File: src/rtl/lps_pkg.sv
// Shared types and constants for the LED pattern sequencer.
// Used by lps_step and led_pattern_sequencer_unit; depends on nothing else.
`timescale 1ns / 1ps

package lps_pkg;

  localparam int LED_STATE_W = 11;
  localparam int IN_DATA_W   = 64;
  localparam int OUT_DATA_W  = 16;

  localparam logic [1:0] FUNC_TICK  = 2'd0;
  localparam logic [1:0] FUNC_START = 2'd1;
  localparam logic [1:0] FUNC_SET   = 2'd2;
  localparam logic [1:0] FUNC_CLEAR = 2'd3;

  localparam logic [2:0] MODE_IDLE = 3'd0;
  localparam logic [2:0] MODE_DIAL = 3'd1;
  localparam logic [2:0] MODE_CW   = 3'd2;
  localparam logic [2:0] MODE_CCW  = 3'd3;
  localparam logic [2:0] MODE_SHOW = 3'd4;

  localparam logic [1:0] REG_SLOW_BLINK  = 2'd0;
  localparam logic [1:0] REG_BOUNCE_STEP = 2'd1;
  localparam logic [1:0] REG_DIAL_STEP   = 2'd2;

  localparam logic [15:0] SLOW_BLINK_RESET  = 16'd350;
  localparam logic [15:0] BOUNCE_STEP_RESET = 16'd50;
  localparam logic [15:0] DIAL_STEP_RESET   = 16'd200;

  localparam logic signed [4:0] ROT_TOP     = 5'sd9;
  localparam logic signed [4:0] PH_BOUNCE   = 5'sd4;
  localparam logic signed [4:0] PH_BLINK2   = 5'sd12;
  localparam logic signed [4:0] SHOW_END    = 5'sd14;
  localparam logic signed [4:0] PH_MIN      = -5'sd1;

  typedef struct packed {
    logic [10:0] led_mask;
    logic [7:0]  pattern_data;
    logic [2:0]  pattern;
    logic        new_message;
    logic [31:0] now_ms;
    logic [1:0]  func;
  } lps_item_t;

  typedef struct packed {
    logic [15:0] slow_blink_ms;
    logic [15:0] bounce_step_ms;
    logic [15:0] dial_step_ms;
  } lps_cfg_t;

  typedef struct packed {
    logic               status;
    logic [2:0]         mode;
    logic [7:0]         arg;
    logic [31:0]        last_blink;
    logic [31:0]        last_dial;
    logic [8:0]         dial_pos;
    logic signed [4:0]  phase;
  } lps_ctx_t;

endpackage

File: src/rtl/lps_step.sv
// Next-state logic of the LED pattern sequencer for one item.
// Pure combinational step; depends on lps_pkg.
`timescale 1ns / 1ps

module lps_step #(
  parameter int NUM_LEDS = 11
) (
  input  lps_pkg::lps_item_t   item,
  input  lps_pkg::lps_cfg_t    cfg,
  input  lps_pkg::lps_ctx_t    ctx,
  input  logic [NUM_LEDS-1:0]  leds,
  output lps_pkg::lps_ctx_t    ctx_next,
  output logic [NUM_LEDS-1:0]  leds_next
);
  import lps_pkg::*;

  logic [31:0]         diff_blink;
  logic [31:0]         diff_dial;
  logic [15:0]         blink_int;
  logic                in_bounce;
  logic                blink_due;
  logic                dial_due;
  logic signed [4:0]   rot_phase;
  logic [NUM_LEDS-1:0] rot_bits;
  logic [NUM_LEDS-1:0] dial_fill;
  logic [NUM_LEDS-1:0] show_fill;
  logic [NUM_LEDS-1:0] mask_n;
  logic [NUM_LEDS+10:0] mask_wide;
  logic [8:0]          dial_inc;

  assign in_bounce = (ctx.phase >= PH_BOUNCE) && (ctx.phase < PH_BLINK2);

  always_comb begin
    blink_int = cfg.slow_blink_ms;
    if (ctx.mode == MODE_CW || ctx.mode == MODE_CCW) begin
      blink_int = {8'd0, ctx.arg};
    end else if (ctx.mode == MODE_SHOW && in_bounce) begin
      blink_int = cfg.bounce_step_ms;
    end
  end

  assign diff_blink = item.now_ms - ctx.last_blink;
  assign diff_dial  = item.now_ms - ctx.last_dial;
  assign blink_due  = diff_blink > {16'd0, blink_int};
  assign dial_due   = diff_dial > {16'd0, cfg.dial_step_ms};
  assign dial_inc   = ctx.dial_pos + 9'd1;

  always_comb begin
    rot_phase = ctx.phase;
    if (ctx.mode == MODE_CW) begin
      if (ctx.phase < 5'sd0) begin
        rot_phase = ROT_TOP;
      end
    end else if (ctx.phase > ROT_TOP) begin
      rot_phase = 5'sd0;
    end
  end

  assign mask_wide = {{NUM_LEDS{1'b0}}, item.led_mask};
  assign mask_n    = mask_wide[NUM_LEDS-1:0];

  always_comb begin
    for (int i = 0; i < NUM_LEDS; i++) begin
      rot_bits[i]  = (rot_phase == 5'(i));
      show_fill[i] = (9'(i) <= ctx.dial_pos);
      if (i == 0) begin
        dial_fill[i] = leds[0];
      end else begin
        dial_fill[i] = (9'(i - 1) <= ctx.dial_pos);
      end
    end
  end

  always_comb begin
    ctx_next  = ctx;
    leds_next = leds;
    unique case (item.func)
      FUNC_TICK: begin
        unique case (ctx.mode)
          MODE_IDLE: begin
            if (item.new_message) begin
              if (blink_due) begin
                ctx_next.status     = ~ctx.status;
                ctx_next.last_blink = item.now_ms;
              end
            end else if (leds[0]) begin
              ctx_next.status = 1'b1;
            end
          end
          MODE_DIAL: begin
            leds_next = dial_fill;
            if (dial_due) begin
              ctx_next.last_dial = item.now_ms;
              if (dial_inc > {1'b0, ctx.arg}) begin
                ctx_next.dial_pos = 9'd0;
                ctx_next.mode     = MODE_IDLE;
                leds_next         = '0;
              end else begin
                ctx_next.dial_pos = dial_inc;
              end
            end
          end
          MODE_CW, MODE_CCW: begin
            ctx_next.phase = rot_phase;
            if (blink_due) begin
              ctx_next.last_blink = item.now_ms;
              leds_next           = rot_bits;
              if (ctx.mode == MODE_CW) begin
                ctx_next.phase = rot_phase - 5'sd1;
              end else begin
                ctx_next.phase = rot_phase + 5'sd1;
              end
            end
          end
          MODE_SHOW: begin
            if (ctx.phase < PH_BOUNCE || (ctx.phase >= PH_BLINK2 && ctx.phase < SHOW_END)) begin
              if (blink_due) begin
                ctx_next.last_blink = item.now_ms;
                leds_next           = ctx.phase[0] ? '0 : '1;
                ctx_next.phase      = ctx.phase + 5'sd1;
              end
            end else if (in_bounce) begin
              if (blink_due) begin
                ctx_next.last_blink = item.now_ms;
                leds_next           = show_fill;
                if (!ctx.phase[0]) begin
                  if (ctx.dial_pos == 9'(NUM_LEDS - 1)) begin
                    ctx_next.phase = ctx.phase + 5'sd1;
                  end else begin
                    ctx_next.dial_pos = dial_inc;
                  end
                end else begin
                  if (ctx.dial_pos == 9'd0) begin
                    ctx_next.phase = ctx.phase + 5'sd1;
                  end else begin
                    ctx_next.dial_pos = ctx.dial_pos - 9'd1;
                  end
                end
              end
            end else begin
              ctx_next.mode       = MODE_IDLE;
              ctx_next.arg        = 8'd0;
              ctx_next.last_blink = 32'd0;
              ctx_next.last_dial  = 32'd0;
              ctx_next.dial_pos   = 9'd0;
              ctx_next.phase      = 5'sd0;
            end
          end
          default: begin
          end
        endcase
      end
      FUNC_START: begin
        if (item.pattern <= MODE_SHOW) begin
          ctx_next.mode       = item.pattern;
          ctx_next.arg        = item.pattern_data;
          ctx_next.last_blink = 32'd0;
          ctx_next.last_dial  = 32'd0;
          ctx_next.dial_pos   = 9'd0;
          ctx_next.phase      = 5'sd0;
        end
      end
      FUNC_SET: begin
        leds_next = leds | mask_n;
      end
      FUNC_CLEAR: begin
        leds_next = leds & ~mask_n;
      end
    endcase
  end

endmodule

File: src/rtl/led_pattern_sequencer_unit.sv
// Top level of the LED pattern sequencer: input register, state, result register.
// Depends on lps_pkg and lps_step.
`timescale 1ns / 1ps

// The block takes request beats on the s_ channel (tick, pattern start, mask set,
// mask clear) and returns exactly one result beat per request on the m_ channel,
// carrying the LED mask, the status pin level and the current mode.
// The cfg channel writes the three interval registers; it is always ready and
// must only be used while no request is in flight.
// A beat accepted on s_ is held in the input register; on the next cycle in which
// the result register is free or being drained, the single registered pass
// updates the state and loads the result register, which drives m_tvalid.
// Throughput is one beat per cycle while m_tready stays high; lps_step is combinational.
// When the receiver stalls, the result register holds its beat, the input register
// takes one more beat, and s_tready then drops until m_tready returns.
// Synchronous reset empties both registers, clears the mask, the status level
// and the mode state to idle, and loads the interval registers with 350, 50 and
// 200 ms.

module led_pattern_sequencer_unit #(
  parameter int NUM_LEDS = 11
) (
  input  logic                             clk,
  input  logic                             rst,
  input  logic                             s_tvalid,
  output logic                             s_tready,
  // func[1:0], now_ms[33:2], new_message[34], pattern[37:35],
  // pattern_data[45:38], led_mask[56:46], zero[63:57]
  input  logic [lps_pkg::IN_DATA_W-1:0]    s_tdata,
  output logic                             m_tvalid,
  input  logic                             m_tready,
  // led_state[10:0], status_pin[11], mode_now[14:12], zero[15]
  output logic [lps_pkg::OUT_DATA_W-1:0]   m_tdata,
  input  logic                             cfg_valid,
  output logic                             cfg_ready,
  input  logic [1:0]                       cfg_index,
  input  logic [15:0]                      cfg_data
);
  import lps_pkg::*;

  lps_cfg_t             cfg;
  lps_item_t            hold_item;
  logic                 hold_valid;
  lps_ctx_t             ctx;
  lps_ctx_t             ctx_next;
  logic [NUM_LEDS-1:0]  leds;
  logic [NUM_LEDS-1:0]  leds_next;
  logic [NUM_LEDS+10:0] leds_wide;
  logic                 out_valid;
  logic [OUT_DATA_W-1:0] out_data;
  logic                 advance;
  logic                 step_en;

  assign advance   = !out_valid || m_tready;
  assign step_en   = hold_valid && advance;
  assign s_tready  = !hold_valid || advance;
  assign cfg_ready = 1'b1;
  assign m_tvalid  = out_valid;
  assign m_tdata   = out_data;

  lps_step #(
    .NUM_LEDS(NUM_LEDS)
  ) u_step (
    .item      (hold_item),
    .cfg       (cfg),
    .ctx       (ctx),
    .leds      (leds),
    .ctx_next  (ctx_next),
    .leds_next (leds_next)
  );

  assign leds_wide = {{LED_STATE_W{1'b0}}, leds_next};

  always_ff @(posedge clk) begin
    if (rst) begin
      cfg.slow_blink_ms  <= SLOW_BLINK_RESET;
      cfg.bounce_step_ms <= BOUNCE_STEP_RESET;
      cfg.dial_step_ms   <= DIAL_STEP_RESET;
    end else if (cfg_valid && cfg_ready) begin
      unique case (cfg_index)
        REG_SLOW_BLINK: begin
          cfg.slow_blink_ms <= cfg_data;
        end
        REG_BOUNCE_STEP: begin
          cfg.bounce_step_ms <= cfg_data;
        end
        REG_DIAL_STEP: begin
          cfg.dial_step_ms <= cfg_data;
        end
        default: begin
        end
      endcase
    end
  end

  always_ff @(posedge clk) begin
    if (rst) begin
      hold_valid <= 1'b0;
    end else if (s_tvalid && s_tready) begin
      hold_valid <= 1'b1;
    end else if (step_en) begin
      hold_valid <= 1'b0;
    end
  end

  always_ff @(posedge clk) begin
    if (s_tvalid && s_tready) begin
      hold_item <= lps_item_t'(s_tdata[56:0]);
    end
  end

  always_ff @(posedge clk) begin
    if (rst) begin
      ctx  <= '0;
      leds <= '0;
    end else if (step_en) begin
      ctx  <= ctx_next;
      leds <= leds_next;
    end
  end

  always_ff @(posedge clk) begin
    if (rst) begin
      out_valid <= 1'b0;
    end else if (step_en) begin
      out_valid <= 1'b1;
    end else if (m_tready) begin
      out_valid <= 1'b0;
    end
  end

  always_ff @(posedge clk) begin
    if (step_en) begin
      out_data <= {1'b0, ctx_next.mode, ctx_next.status, leds_wide[LED_STATE_W-1:0]};
    end
  end

  a_ready_when_empty: assert property (@(posedge clk) disable iff (rst)
    !hold_valid |-> s_tready)
    else $error("input register empty but s_tready low");

  a_mode_legal: assert property (@(posedge clk) disable iff (rst)
    ctx.mode <= MODE_SHOW)
    else $error("mode register holds an undefined mode");

  a_phase_range: assert property (@(posedge clk) disable iff (rst)
    ctx.phase >= PH_MIN && ctx.phase <= SHOW_END)
    else $error("phase counter out of range");

  a_dial_bound: assert property (@(posedge clk) disable iff (rst)
    ctx.mode == MODE_DIAL |-> ctx.dial_pos <= {1'b0, ctx.arg})
    else $error("dial position passed its limit without leaving dialer mode");

endmodule
File: config.mk
export PLATFORM = sky130hd
export DESIGN_NAME = led_pattern_sequencer_unit
export DESIGN_NICKNAME = d
export VERILOG_FILES = /design/src/rtl/lps_pkg.sv /design/src/rtl/lps_step.sv /design/src/rtl/led_pattern_sequencer_unit.sv
export SDC_FILE = /design/constraint.sdc
export NUM_CORES = 1
export LEC_CHECK = 0
export ABC_AREA = 1
export CORE_MARGIN = 1
export CORE_UTILIZATION = 50
export CTS_CLUSTER_SIZE = 8
export DETAILED_ROUTE_END_ITERATION = 16
export DONT_BUFFER_PORTS = 1
export MAX_ROUTING_LAYER = met4
export PLACE_DENSITY = 0.72
export SETUP_SLACK_MARGIN = 0.02
export SLEW_MARGIN = 10
export SYNTH_ARGS = -nofsm -noshare
export SYNTH_HDL_FRONTEND = slang
export SYNTH_SLANG_ARGS = --single-unit
File: constraint.sdc
create_clock -name clk -period 4.5 [get_ports clk]
set_input_delay 0.675 -clock clk [delete_from_list [all_inputs] [get_ports clk]]
set_output_delay 0.675 -clock clk [all_outputs]
set_load 0.05 [all_outputs]
* Word-level counts from Yosys, hierarchy flattened
Cells that the tools add are included.
** Storage, ports and cells
- Memory bits (read-only) :: 0
- Memory bits (writable) :: 0
- Latch bits :: 0
- Memories :: 0
- Bits of input ports :: 87
- Output and inout bits :: 19
- Flip-flop bits (word level) :: 223
** Cells by class
- Magnitude comparators :: 22
- Bitwise operators :: 4
- Reduce and logical (&&, ||, !) cells :: 29
- Mux-type cells :: 54
- $add $sub $neg :: 7
- Equality and inequality tests :: 37
- Multipliers :: 0
- Shifts and indexed selects :: 0
- Divide/modulo/power cells :: 0
** Operator list (number)
- one-hot mux 89 bit (2 select lines) :: 1
- two-way mux 32 bit :: 5
- two-way mux 11 bit :: 10
- one-hot mux 32 bit (3 select lines) :: 1
- two-way mux 89 bit :: 1
- two-way mux 41 bit :: 2
- one-hot mux 41 bit (2 select lines) :: 1
- one-hot mux 11 bit (3 select lines) :: 2
- greater-than comparator 32 x 16 -> 1 bit :: 2
- subtractor 32 bit :: 2
- two-way mux 5 bit :: 9
- two-way mux 14 bit :: 3
- less-or-equal comparator 3 x 9 -> 1 bit (first input constant) :: 4
- two-way mux 16 bit :: 2
- less-or-equal comparator 4 x 9 -> 1 bit (first input constant) :: 3
- two-way mux 9 bit :: 3
- equality test 5 x 4 -> 1 bit (second input constant) :: 4
- less-or-equal comparator 1 x 9 -> 1 bit (first input constant) :: 2
- less-or-equal comparator 2 x 9 -> 1 bit (first input constant) :: 2
- equality test 5 bit (second input constant) :: 3
- != test 6 bit (second input constant) :: 2
- AND reduction 6 bit :: 2
- AND 11 bit :: 1
- NOT 11 bit :: 1
- other kinds (48) :: 85

* Longest topological paths before layout
Gate-level depths: netlist of run 1.
- Depth after elaboration :: 11
- Gate-level depth with buffers :: 36
- Depth with buffers taken out :: 34

* Hierarchy
Synthesis of run 1 repeated with hierarchy kept, for this count alone.
** Unflattened totals
- Cells, all modules :: 3723
- Area, all modules :: 21713.3 µm²
** Modules (own cells, without submodules)
- lps_step :: area each 12995.0 µm², cells an instance 2682, instances 1, seq. area each 0.0 µm²
- led_pattern_sequencer_unit :: area each 8718.4 µm², cells an instance 1041, instances 1, seq. area each 5185.0 µm²

* Least setup slack after synthesis of run 1
OpenSTA, ideal clock, no wires.
- Kind :: reg2reg
- Start :: reg ctx[2] (netlist name)
- End :: reg out_data[1] (netlist: m_tdata[1]) (data pin)
- Period minus slack after synthesis :: 3.968 ns
- Arrival time :: 3.708 ns
- Library setup time :: 0.259 ns
- Cell stages (with the launch flop) :: 32
- Required time :: 4.241 ns
- Slack :: 0.532 ns
- Cell sequence :: dfxtp_1 > buf_2 > nor2_1 > nor2_1 > inv_1 > nor2_2 > inv_1 > nor2_1 > clkbuf_1 > buf_1 > nand2_1 > nand3_1 > o21ai_0 > ha_1 > a21o_1 > nor2_1 > nand2_1 > nand2_1 > nand2_1 > nand2_1 > nand3_1 > nor2_1 > nand2_2 > nor2_8 > nand2_8 > buf_6 > nand3_1 > nand3_1 > nand3_1 > nand3_1 > nand2_1 > nand2_1
** On the way
- Longest elaborated chain between the ends :: 11
- Elaborated cells on any way between the ends :: 25
- Those cells by class :: order compare (8); eq/ne (1); mux (12); reduce/logical (4)
** RTL lines
- greater-or-equal comparator 5 x 4 -> 1 bit / less-than comparator 5 bit (equally long branches) :: line lps_step.sv:31 : assign in_bounce = (ctx.phase >= PH_BOUNCE) && (ctx.phase < PH_BLINK2);
- logical AND 1 bit :: line lps_step.sv:31
- logical AND 1 bit :: line lps_step.sv:37 : end else if (ctx.mode == MODE_SHOW && in_bounce) begin
- two-way mux 16 bit :: line lps_step.sv:37
- two-way mux 16 bit :: line lps_step.sv:35 : if (ctx.mode == MODE_CW || ctx.mode == MODE_CCW) begin
- greater-than comparator 32 x 16 -> 1 bit :: line lps_step.sv:44 : assign blink_due = diff_blink > {16'd0, blink_int};
- two-way mux 11 bit :: line lps_step.sv:123 : if (blink_due) begin
- two-way mux 11 bit :: line lps_step.sv:122 : end else if (in_bounce) begin
- two-way mux 11 bit :: line lps_step.sv:116 : if (ctx.phase < PH_BOUNCE || (ctx.phase >= PH_BLINK2 && ctx.phase < SHOW_END)) begin
- one-hot mux 11 bit (3 select lines) * :: line lps_step.sv:79 : unique case (ctx.mode)
- one-hot mux 11 bit (3 select lines) * :: line lps_step.sv:77 : unique case (item.func)
- named net leds_next[1] :: line led_pattern_sequencer_unit.sv:47 : logic [NUM_LEDS-1:0] leds_next;
- to (signal assigned) :: line led_pattern_sequencer_unit.sv:134 : out_data <= {1'b0, ctx_next.mode, ctx_next.status, leds_wide[LED_STATE_W-1:0]};
- to (decl) :: line led_pattern_sequencer_unit.sv:50 : logic [OUT_DATA_W-1:0] out_data;
Mark *: on every way through the listed nets, which the timed path passes. The rest lies on a longest branch.
A chain may end at the register's enable or synchronous reset.

* Final worst setup path of run 1
- Start :: reg hold_item[11] (netlist bit)
- End :: reg ctx[33] (netlist name)
** On the way
- Longest elaborated chain between the ends :: 4
** RTL lines
- from (decl) :: line led_pattern_sequencer_unit.sv:42 : lps_item_t hold_item;
- from (signal assigned) :: line led_pattern_sequencer_unit.sv:108 : hold_item <= lps_item_t'(s_tdata[56:0]);
- subtractor 32 bit :: line lps_step.sv:43 : assign diff_dial = item.now_ms - ctx.last_dial;
- greater-than comparator 32 x 16 -> 1 bit :: line lps_step.sv:45 : assign dial_due = diff_dial > {16'd0, cfg.dial_step_ms};
- != test 3 x 2 -> 1 bit (no source line)
- AND reduction 7 bit (no source line)
Every way passes these cells.

==> metrics.txt, run 1 <==
initial core utilization between 50% and 60%; CTS H-Tree Depth 2; period utilization between 90% and 100%; switching part of the total between 30% and 40%; Clock Skews approximately 0.03 ns; leakage between 8 and 9 nW; Primary FF master, synth dfxtp_1; Flop pwr share a little under two fifths; clock slew at reported path FFs around 0.050 ns; Slew @ Worst Pin 1.02 ns; RSZ-0062 raised after global routing true; Root Buffer clkbuf_16; sequential share of the synthesized area between 30% and 40%; Synth area leaders dfxtp_1, nand2_1, edfxtp_1; met2 wire length between 20,000 and 25,000 um; WL per Instance between 15 and 20 um; internal power 0.00418 W; total number of vias ~17,000; Post-synth EDFFs between 70 and 80; PortBufs 0; run status finished, final reports clean; metal3 WL 3750 um; die width ~190 um; GR Overflow Total 0; Netlist cell types 54; DRC 0; vias in the first global route 15,000; max_cap viols 0; CP max-delay cell edfxtp_1; via-per-instance ratio approximately 5.5; worst path bufs/invs 4; critical path class register to register; DIE HEIGHT 185 um; placed cell areas 17,300 um^2; worst vdd ir ~0.32 mV; Final Hold Vio Count 0; Multi-input gate area approximately 10,000 um^2; Placed Cells around 2,900; Antenna Violating Nets Remaining 0; crit-path max cell delay approximately 0.43 ns; syn avg cell area around 6.7 um^2; Post-synth ARST share 0%; post-synthesis cell area ~17,000 um^2; CP Max Fanout 8; Finished Layout Cells 3,001; initial antenna violation count 1; n_diodes 0; fmax about 230 MHz; largest net degree at the start of global routing roughly 90; Die ar. between 30,000 and 40,000 um^2; #FFs+latches synth approximately 220; HPWL Detailed roughly 36,000 um; Worst EP required around 4.9 ns; switching power just under 0.002 W; final wirelength between 40,000 and 50,000 um; area share of the largest cell type after synthesis about 18%; Yosys warnings 0; highest routed layer met4; DR pass1 iterations 6; Slew Viols, Final 0; Gate power share between 20% and 30%; CTS Sinks ~220; met1 wire length about 22,000 um; RePlAce Congestion approximately 1; Worst Setup Start Kind register; Fillers slightly above 3,000; PwrDens 322 nW/um^2; CTS Buffer Depth 3; Slew HR 32.0%; setup slack at placement -0.0249 ns; CTS Buf Count 35; hold_buf cts 0; Syn Nets between 2,000 and 3,000; post-route design area between 15,000 and 20,000 um^2; Final Setup Violations 0; crit-path most repeated cell nand2_1; Layout Nets approximately 2,700; Arrival @ worst endpoint roughly 4.8 ns; layout cells sized above 1 between 10% and 20%; Layout Area Growth over Synthesis 13.7%; Final WS setup roughly 0.13 ns; Critical Path Sink Type register; min-delay worst type input port to register; first-pass GRT wire length a little under 80,000 um; Yosys top cell by area dfxtp_1; clock power share roughly two fifths; critical path's top delay family simple AND/OR/NAND/NOR gates; clock period minus worst slack about 4.4 ns; Core Footprint about 33,000 um^2; Top-Level Pins 106; GRT Util Overall ~30%; CTS tree built; 1st-iter DRT viols around 1,600; Final Total Pwr roughly 0.0062 W; post-synthesis cell count ~2,500; clk_lat worst skew between 0.5 and 0.6 ns; FF+latch area slightly above 5000 um^2; final hold slack 0.207 ns; Rows 66
[state kept, by name (all words and copies together), names as in the netlist]
| name | count |
|---|---|
| hold_item | 57 |
| m_tvalid | 1 |
| leds | 11 |
| cfg | 48 |
| m_tdata | 15 |
| hold_valid | 1 |
| ctx | 90 |
[power groups by stage]
stage	combinational (W)	sequential [W]	clock (W)
detailed placement	0.00125	0.00233	0
global route	0.00155	0.00231	0.00260
floorplan	0.000940	0.00230	0
CTS	0.00126	0.00229	0.00251
global placement	0.00122	0.00233	0
finish	0.00138	0.00230	0.00248
[cell usage after synthesis, types with 3 or more instances]
library cell / n
a211oi_1: 8
a21oi_1: 176
a221oi_2: 28
a31oi_1: 4
and2_1: 4
buf_1: 4
buf_2: 15
buf_4: 6
buf_6: 9
clkbuf_1: 47
dfxtp_1: 151
edfxtp_1: 72
ha_1: 115
inv_1: 390
inv_2: 4
nand2_1: 691
nand2_2: 10
nand3_1: 176
nand3_2: 14
nand3b_1: 10
nand4_1: 26
nor2_1: 224
nor2_2: 10
nor3_1: 15
nor3b_1: 30
nor4_1: 3
o211ai_1: 8
o21ai_0: 153
o21ai_1: 36
o21bai_1: 6
o221ai_1: 3
xnor2_1: 5
xor2_1: 35
[per-layer routing]
metal  GRT usage (%)  vias up
met3            3.70      105
li1                -     8224
met5               -        -
met2            46.6      627
met1            39.3     7647
met4            9.62        0
[worst register-to-register path: cells and delay by family (launching register included)]
family / cells / cell delay [ns]
and+or+nand+nor: 21 / 2.18
DFF: 1 / 0.43
buffers and inverters: 4 / 0.67
AOI/OAI and AO/OA: 1 / 0.21
adders and majority gates: 2 / 0.61
xor gates and xnor gates: 1 / 0.17
[through the flow]
stage | utilization (%) | setup TNS, ns
6_report | 58.3 | 0
5_1_grt | 58.3 | -0.295
4_1_cts | 56.2 | 0
3_5_place_dp | 52.8 | -0.0675
3_3_place_gp | 52.8 | 0
2_1_floorplan | - | 0
[final timing paths]
check / start / to / slack (ns) / cells after the start
worst max-delay path: hold_item[11] / ctx[33] / 0.13 / 29
worst min-delay path: rst / m_tvalid / 0.21 / 1
worst max register to register: hold_item[11] / ctx[33] / 0.13 / 29
worst min register to register: cfg[13] / cfg[13] / 0.46 / 2
[repair_timing]
| action | in CTS | in global routing |
|---|---|---|
| gates resized for setup | 6 | 111 |
| buffers inserted | 0 | 18 |
| gates cloned | 2 | 3 |
| pin swaps | 0 | 20 |
| endpoints found under the setup margin | 28 | 101 |
[cell families after synthesis]
family | after synthesis | synth area share (%)
compound gates | 437 | 15.4
xor+xnor | 40 | 2.08
fa+ha+maj | 117 | 8.80
buf+inv | 477 | 11.3
flops | 223 | 30.8
other cells | 2 | 0.0447
simple gates | 1225 | 31.6
[final cells by class]
type | instances | share of cell area [%]
timing repair buffer | 60 | 3.24
tap | 442 | 2.89
multi-input combinational | 1821 | 53.6
clock inverter | 4 | 0.209
sequential | 223 | 27.1
inverter | 396 | 7.79
clock buffer | 55 | 5.19
[layout by cell type, fill, tap and decap left out, types with 7 or more instances in the layout]
cell type | netlist | routed
nor2_2 | 10 | 19
nor3_1 | 15 | 12
a211oi_1 | 8 | 8
o21ai_0 | 153 | 149
nand3_2 | 14 | 17
inv_2 | 4 | 10
nor2_1 | 224 | 212
ha_1 | 115 | 91
nand2_1 | 691 | 672
nand2_2 | 10 | 27
edfxtp_1 | 72 | 72
inv_1 | 390 | 384
nand3_1 | 176 | 171
clkbuf_1 | 47 | 17
o211ai_1 | 8 | 8
ha_4 | 0 | 18
dfxtp_1 | 151 | 151
a221oi_2 | 28 | 28
o21ai_1 | 36 | 39
nand4_1 | 26 | 26
xor2_2 | 0 | 7
nand3b_1 | 10 | 10
buf_4 | 6 | 46
nor3b_1 | 30 | 25
xor2_1 | 35 | 28
clkbuf_16 | 0 | 38
a21oi_1 | 176 | 171
(Power assumes the default switching activity.)
==> run 2, diff against run 1 <==
SYNTH_HIERARCHICAL = 1   (was not set)
==> run 2 against run 1 <==
The flow now finishes with violations (negative setup slack). Hold slack worse by 0.025 ns. Sequential power grew 3%. Clock power increased by 3%. Global-route usage rose by 1.4 points. Utilization grew 1.4 points. Final cell count is 46% higher.
==> metrics.txt, run 2 <==
run status finished with violations (was finished, final reports clean); failing checks negative setup slack; CP max-delay cell edfxtp_1 (unchanged); syn avg cell area 5.83 um^2 (was 6.67 um^2); clock slew at reported path FFs 0.05 ns (about the same); max reg flops 90 (unchanged); switching power 0.00300 W (was 0.00197 W); fin util 59.7% (was 58.3%); initial antenna violation count 0 (was 1); Yosys warnings 6 (was 0); clk_lat worst skew 0.57 ns (was 0.55 ns); post-route design area 25,300 um^2 (was 19,100 um^2); Layout Area Growth over Synthesis 16.6% (was 13.7%); 1st-iter DRT viols 2,083 (was 1,633); Post-synth ARST share 0% (unchanged); die width 210 um (was 185 um); Multi-input gate area 14,300 um^2 (was 10,200 um^2); DIE HEIGHT 210 um (was 185 um); leakage 12.8 nW (was 8.86 nW); Rows 75 (was 66); Post-synth EDFFs 72 (unchanged); worst vdd ir 0.383 mV (was 0.320 mV); count leader, synth nand2_1 (unchanged); first-pass GRT wire length 107,000 um (was 77,700 um); Top-Level Pins 106 (unchanged); Flop pwr share 30.7% (was 37.3%); crit-path max cell delay 0.38 ns (was 0.43 ns); CP Max Fanout 5 (was 8); period utilization 101% (was 97.0%); DRC 0 (unchanged); initial core utilization 51.2% (was 51.3%); Synth Area in Compound Gates 14.0% (was 15.4%); max_cap viols 0 (unchanged); HPWL Detailed 48,100 um (was 36,200 um); CTS H-Tree Depth 2 (unchanged); CTS Buffer Depth 3 (unchanged); Clock Skews 0.0268 ns (was 0.0300 ns); clock power share 33.0% (was 40.3%); CTS Sinks 223 (unchanged); Final WS setup -0.0652 ns (was 0.135 ns); final wirelength 70,400 um (was 50,000 um); Core Footprint 42,400 um^2 (was 32,800 um^2); min-delay worst type input port to register (unchanged); Syn Nets 3,927 (was 2,725); Worst Setup Start Kind register (unchanged); GR Overflow Total 0 (unchanged); total number of vias 23,500 (was 16,600); sequential share of the synthesized area 23.9% (was 30.8%); Slew @ Worst Pin 1.20 ns (was 1.02 ns); fmax 219 MHz (was 229 MHz); WL per Instance 16.1 um (was 16.6 um); Netlist cell types 59 (was 54); PortBufs 0 (unchanged); Antenna Violating Nets Remaining 0 (unchanged); Commonest cells post-synth nand2_1, inv_1, nor2_1 (unchanged); largest net degree at the start of global routing 131 (was 92); Worst EP required 4.98 ns (was 4.92 ns); Primary FF master, synth dfxtp_1 (unchanged); Die ar. 44,300 um^2 (was 34,400 um^2); DR pass1 iterations 8 (was 6); #FFs+latches synth 223 (unchanged); n_diodes 0 (unchanged); post-synthesis cell count 3,723 (was 2,521); post-synthesis mux area share 0% (unchanged); Final Hold Vio Count 0 (unchanged); Post-Synth Adder-Cell Area 6.81% (was 8.80%); Gate power share 36.4% (was 22.4%); Yosys top cell by area nand2_1 (was dfxtp_1); RePlAce Congestion 0.982 (was 0.971); CTS Buf Count 35 (unchanged); switching part of the total 38.5% (was 32.0%); area share of the largest cell type after synthesis 21.4% (was 18.0%); Root Buffer clkbuf_16 (unchanged); commonest cells after routing, fill and taps aside nand2_1, inv_1, nor2_1, nand3_1, a21oi_1 (unchanged); Slew Viols, Final 0 (unchanged); FF+latch area 5190 um^2 (was 5180 um^2); clock period minus worst slack 4.57 ns (was 4.37 ns); GRT Util Overall 31.0% (was 29.6%); vias in the first global route 20,500 (was 15,000); Arrival @ worst endpoint 5.05 ns (was 4.79 ns); post-synthesis cell area 21,700 um^2 (was 16,800 um^2); xor and xnor area share after synthesis 1.49% (was 2.08%); Critical Path Sink Type register (unchanged); internal power 0.00478 W (was 0.00418 W); PwrDens 307 nW/um^2 (was 322 nW/um^2); CTS tree built (unchanged); Reg with most FFs ctx (unchanged); Synth area leaders nand2_1, dfxtp_1, inv_1 (was dfxtp_1, nand2_1, edfxtp_1); Fillers 4,193 (was 3,084); most common cell after layout, fill and taps aside nand2_1 (unchanged); via-per-instance ratio 5.35 (was 5.53); Layout Nets 3,986 (was 2,741); simple-gate portion of the synthesized area 39.1% (was 31.6%); largest family of logic cells by synthesized area simple AND/OR/NAND/NOR gates (unchanged); RSZ-0062 raised after global routing true (unchanged); Slew HR 19.6% (was 32.0%); layout cells sized above 1 13.5% (was 10.6%); biggest regs ctx: 90 flops, hold_item: 57 flops, cfg: 48 flops (unchanged); critical path class register to register (unchanged); Final Setup Violations 9 (was 0); placed cell areas 22,700 um^2 (was 17,300 um^2)
-- run 2: kinds of logic (layout without fill, tap and decap cells) --
family | Yosys count | count (layout)
AND/OR/NAND/NOR | 2055 | 2057
buffers and inverters | 765 | 845
AO/OA/AOI/OAI | 524 | 524
flip-flops | 223 | 223
adder cells (fa/ha/maj) | 117 | 117
XOR/XNOR | 37 | 37
other | 2 | 2
-- run 2: per-layer routing --
metal	up-vias	GRT usage, %	share of wire (%)
li1	11900	-	-
met1	10600	41.7	45
met2	845	48.0	44
met3	123	3.71	7.6
met4	0	10.9	3.2
met5	-	-	0
-- run 2: layout make-up --
cell class	instances	share of cell area (%)
multi-input cells	2737	56.6
repair inverters	1	0.0297
flip-flops and latches	223	20.5
inverters	596	8.86
well taps	577	2.85
repair buffers	188	6.96
clock buffers	57	3.98
clock inverters	3	0.193
-- run 2: path summary, 6_finish.rpt --
check / start / endpoint / slack, ns / cells after the start
setup reg to reg: hold_item[2] / ctx[3] / -0.07 / 32
hold / removal: rst / hold_valid / 0.18 / 1
hold reg to reg: cfg[36] / cfg[36] / 0.45 / 2
setup / recovery: hold_item[2] / ctx[3] / -0.07 / 32
-- run 2: critical path, delay by kind of cell, from the launching register on --
family        cells  cell delay [ns]
fa+ha+maj         3             0.77
buf+inv           7             0.79
xor+xnor          1             0.23
simple gates     21             2.30
flops             1             0.38
-- run 2: power groups by stage --
stage          Sequential [W]  Combinational [W]  Clock, W
6_report              0.00238            0.00283   0.00256
5_1_grt               0.00240            0.00315   0.00268
4_1_cts               0.00239            0.00255   0.00260
3_5_place_dp          0.00242            0.00252         0
3_3_place_gp          0.00242            0.00250         0
2_1_floorplan         0.00237            0.00186         0
-- run 2: repair_timing --
item | CTS | global route
cloned | 1 | 12
hold endpoints to repair | 0 | 0
gates resized for setup | 12 | 230
pin swaps | 2 | 75
buffers inserted | 3 | 32
setup endpoints to repair | 92 | 104
hold buffers | 0 | 0
-- run 2: per-stage QoR --
step / hold WS (ns) / setup TNS [ns] / instances / worst slack, ns / total power (W)
after floorplan: 0.429 / 0 / 3723 / 0.473 / 0.00423
after global placement: 0.441 / -0.841 / 4274 / -0.0619 / 0.00492
after detailed placement: 0.445 / -1.81 / 4274 / -0.118 / 0.00494
final: 0.183 / -0.149 / 4382 / -0.0652 / 0.00777
after global routing: 0.173 / -12.14 / 4382 / -0.252 / 0.00822
after CTS: 0.161 / 0 / 4338 / 0.00815 / 0.00754
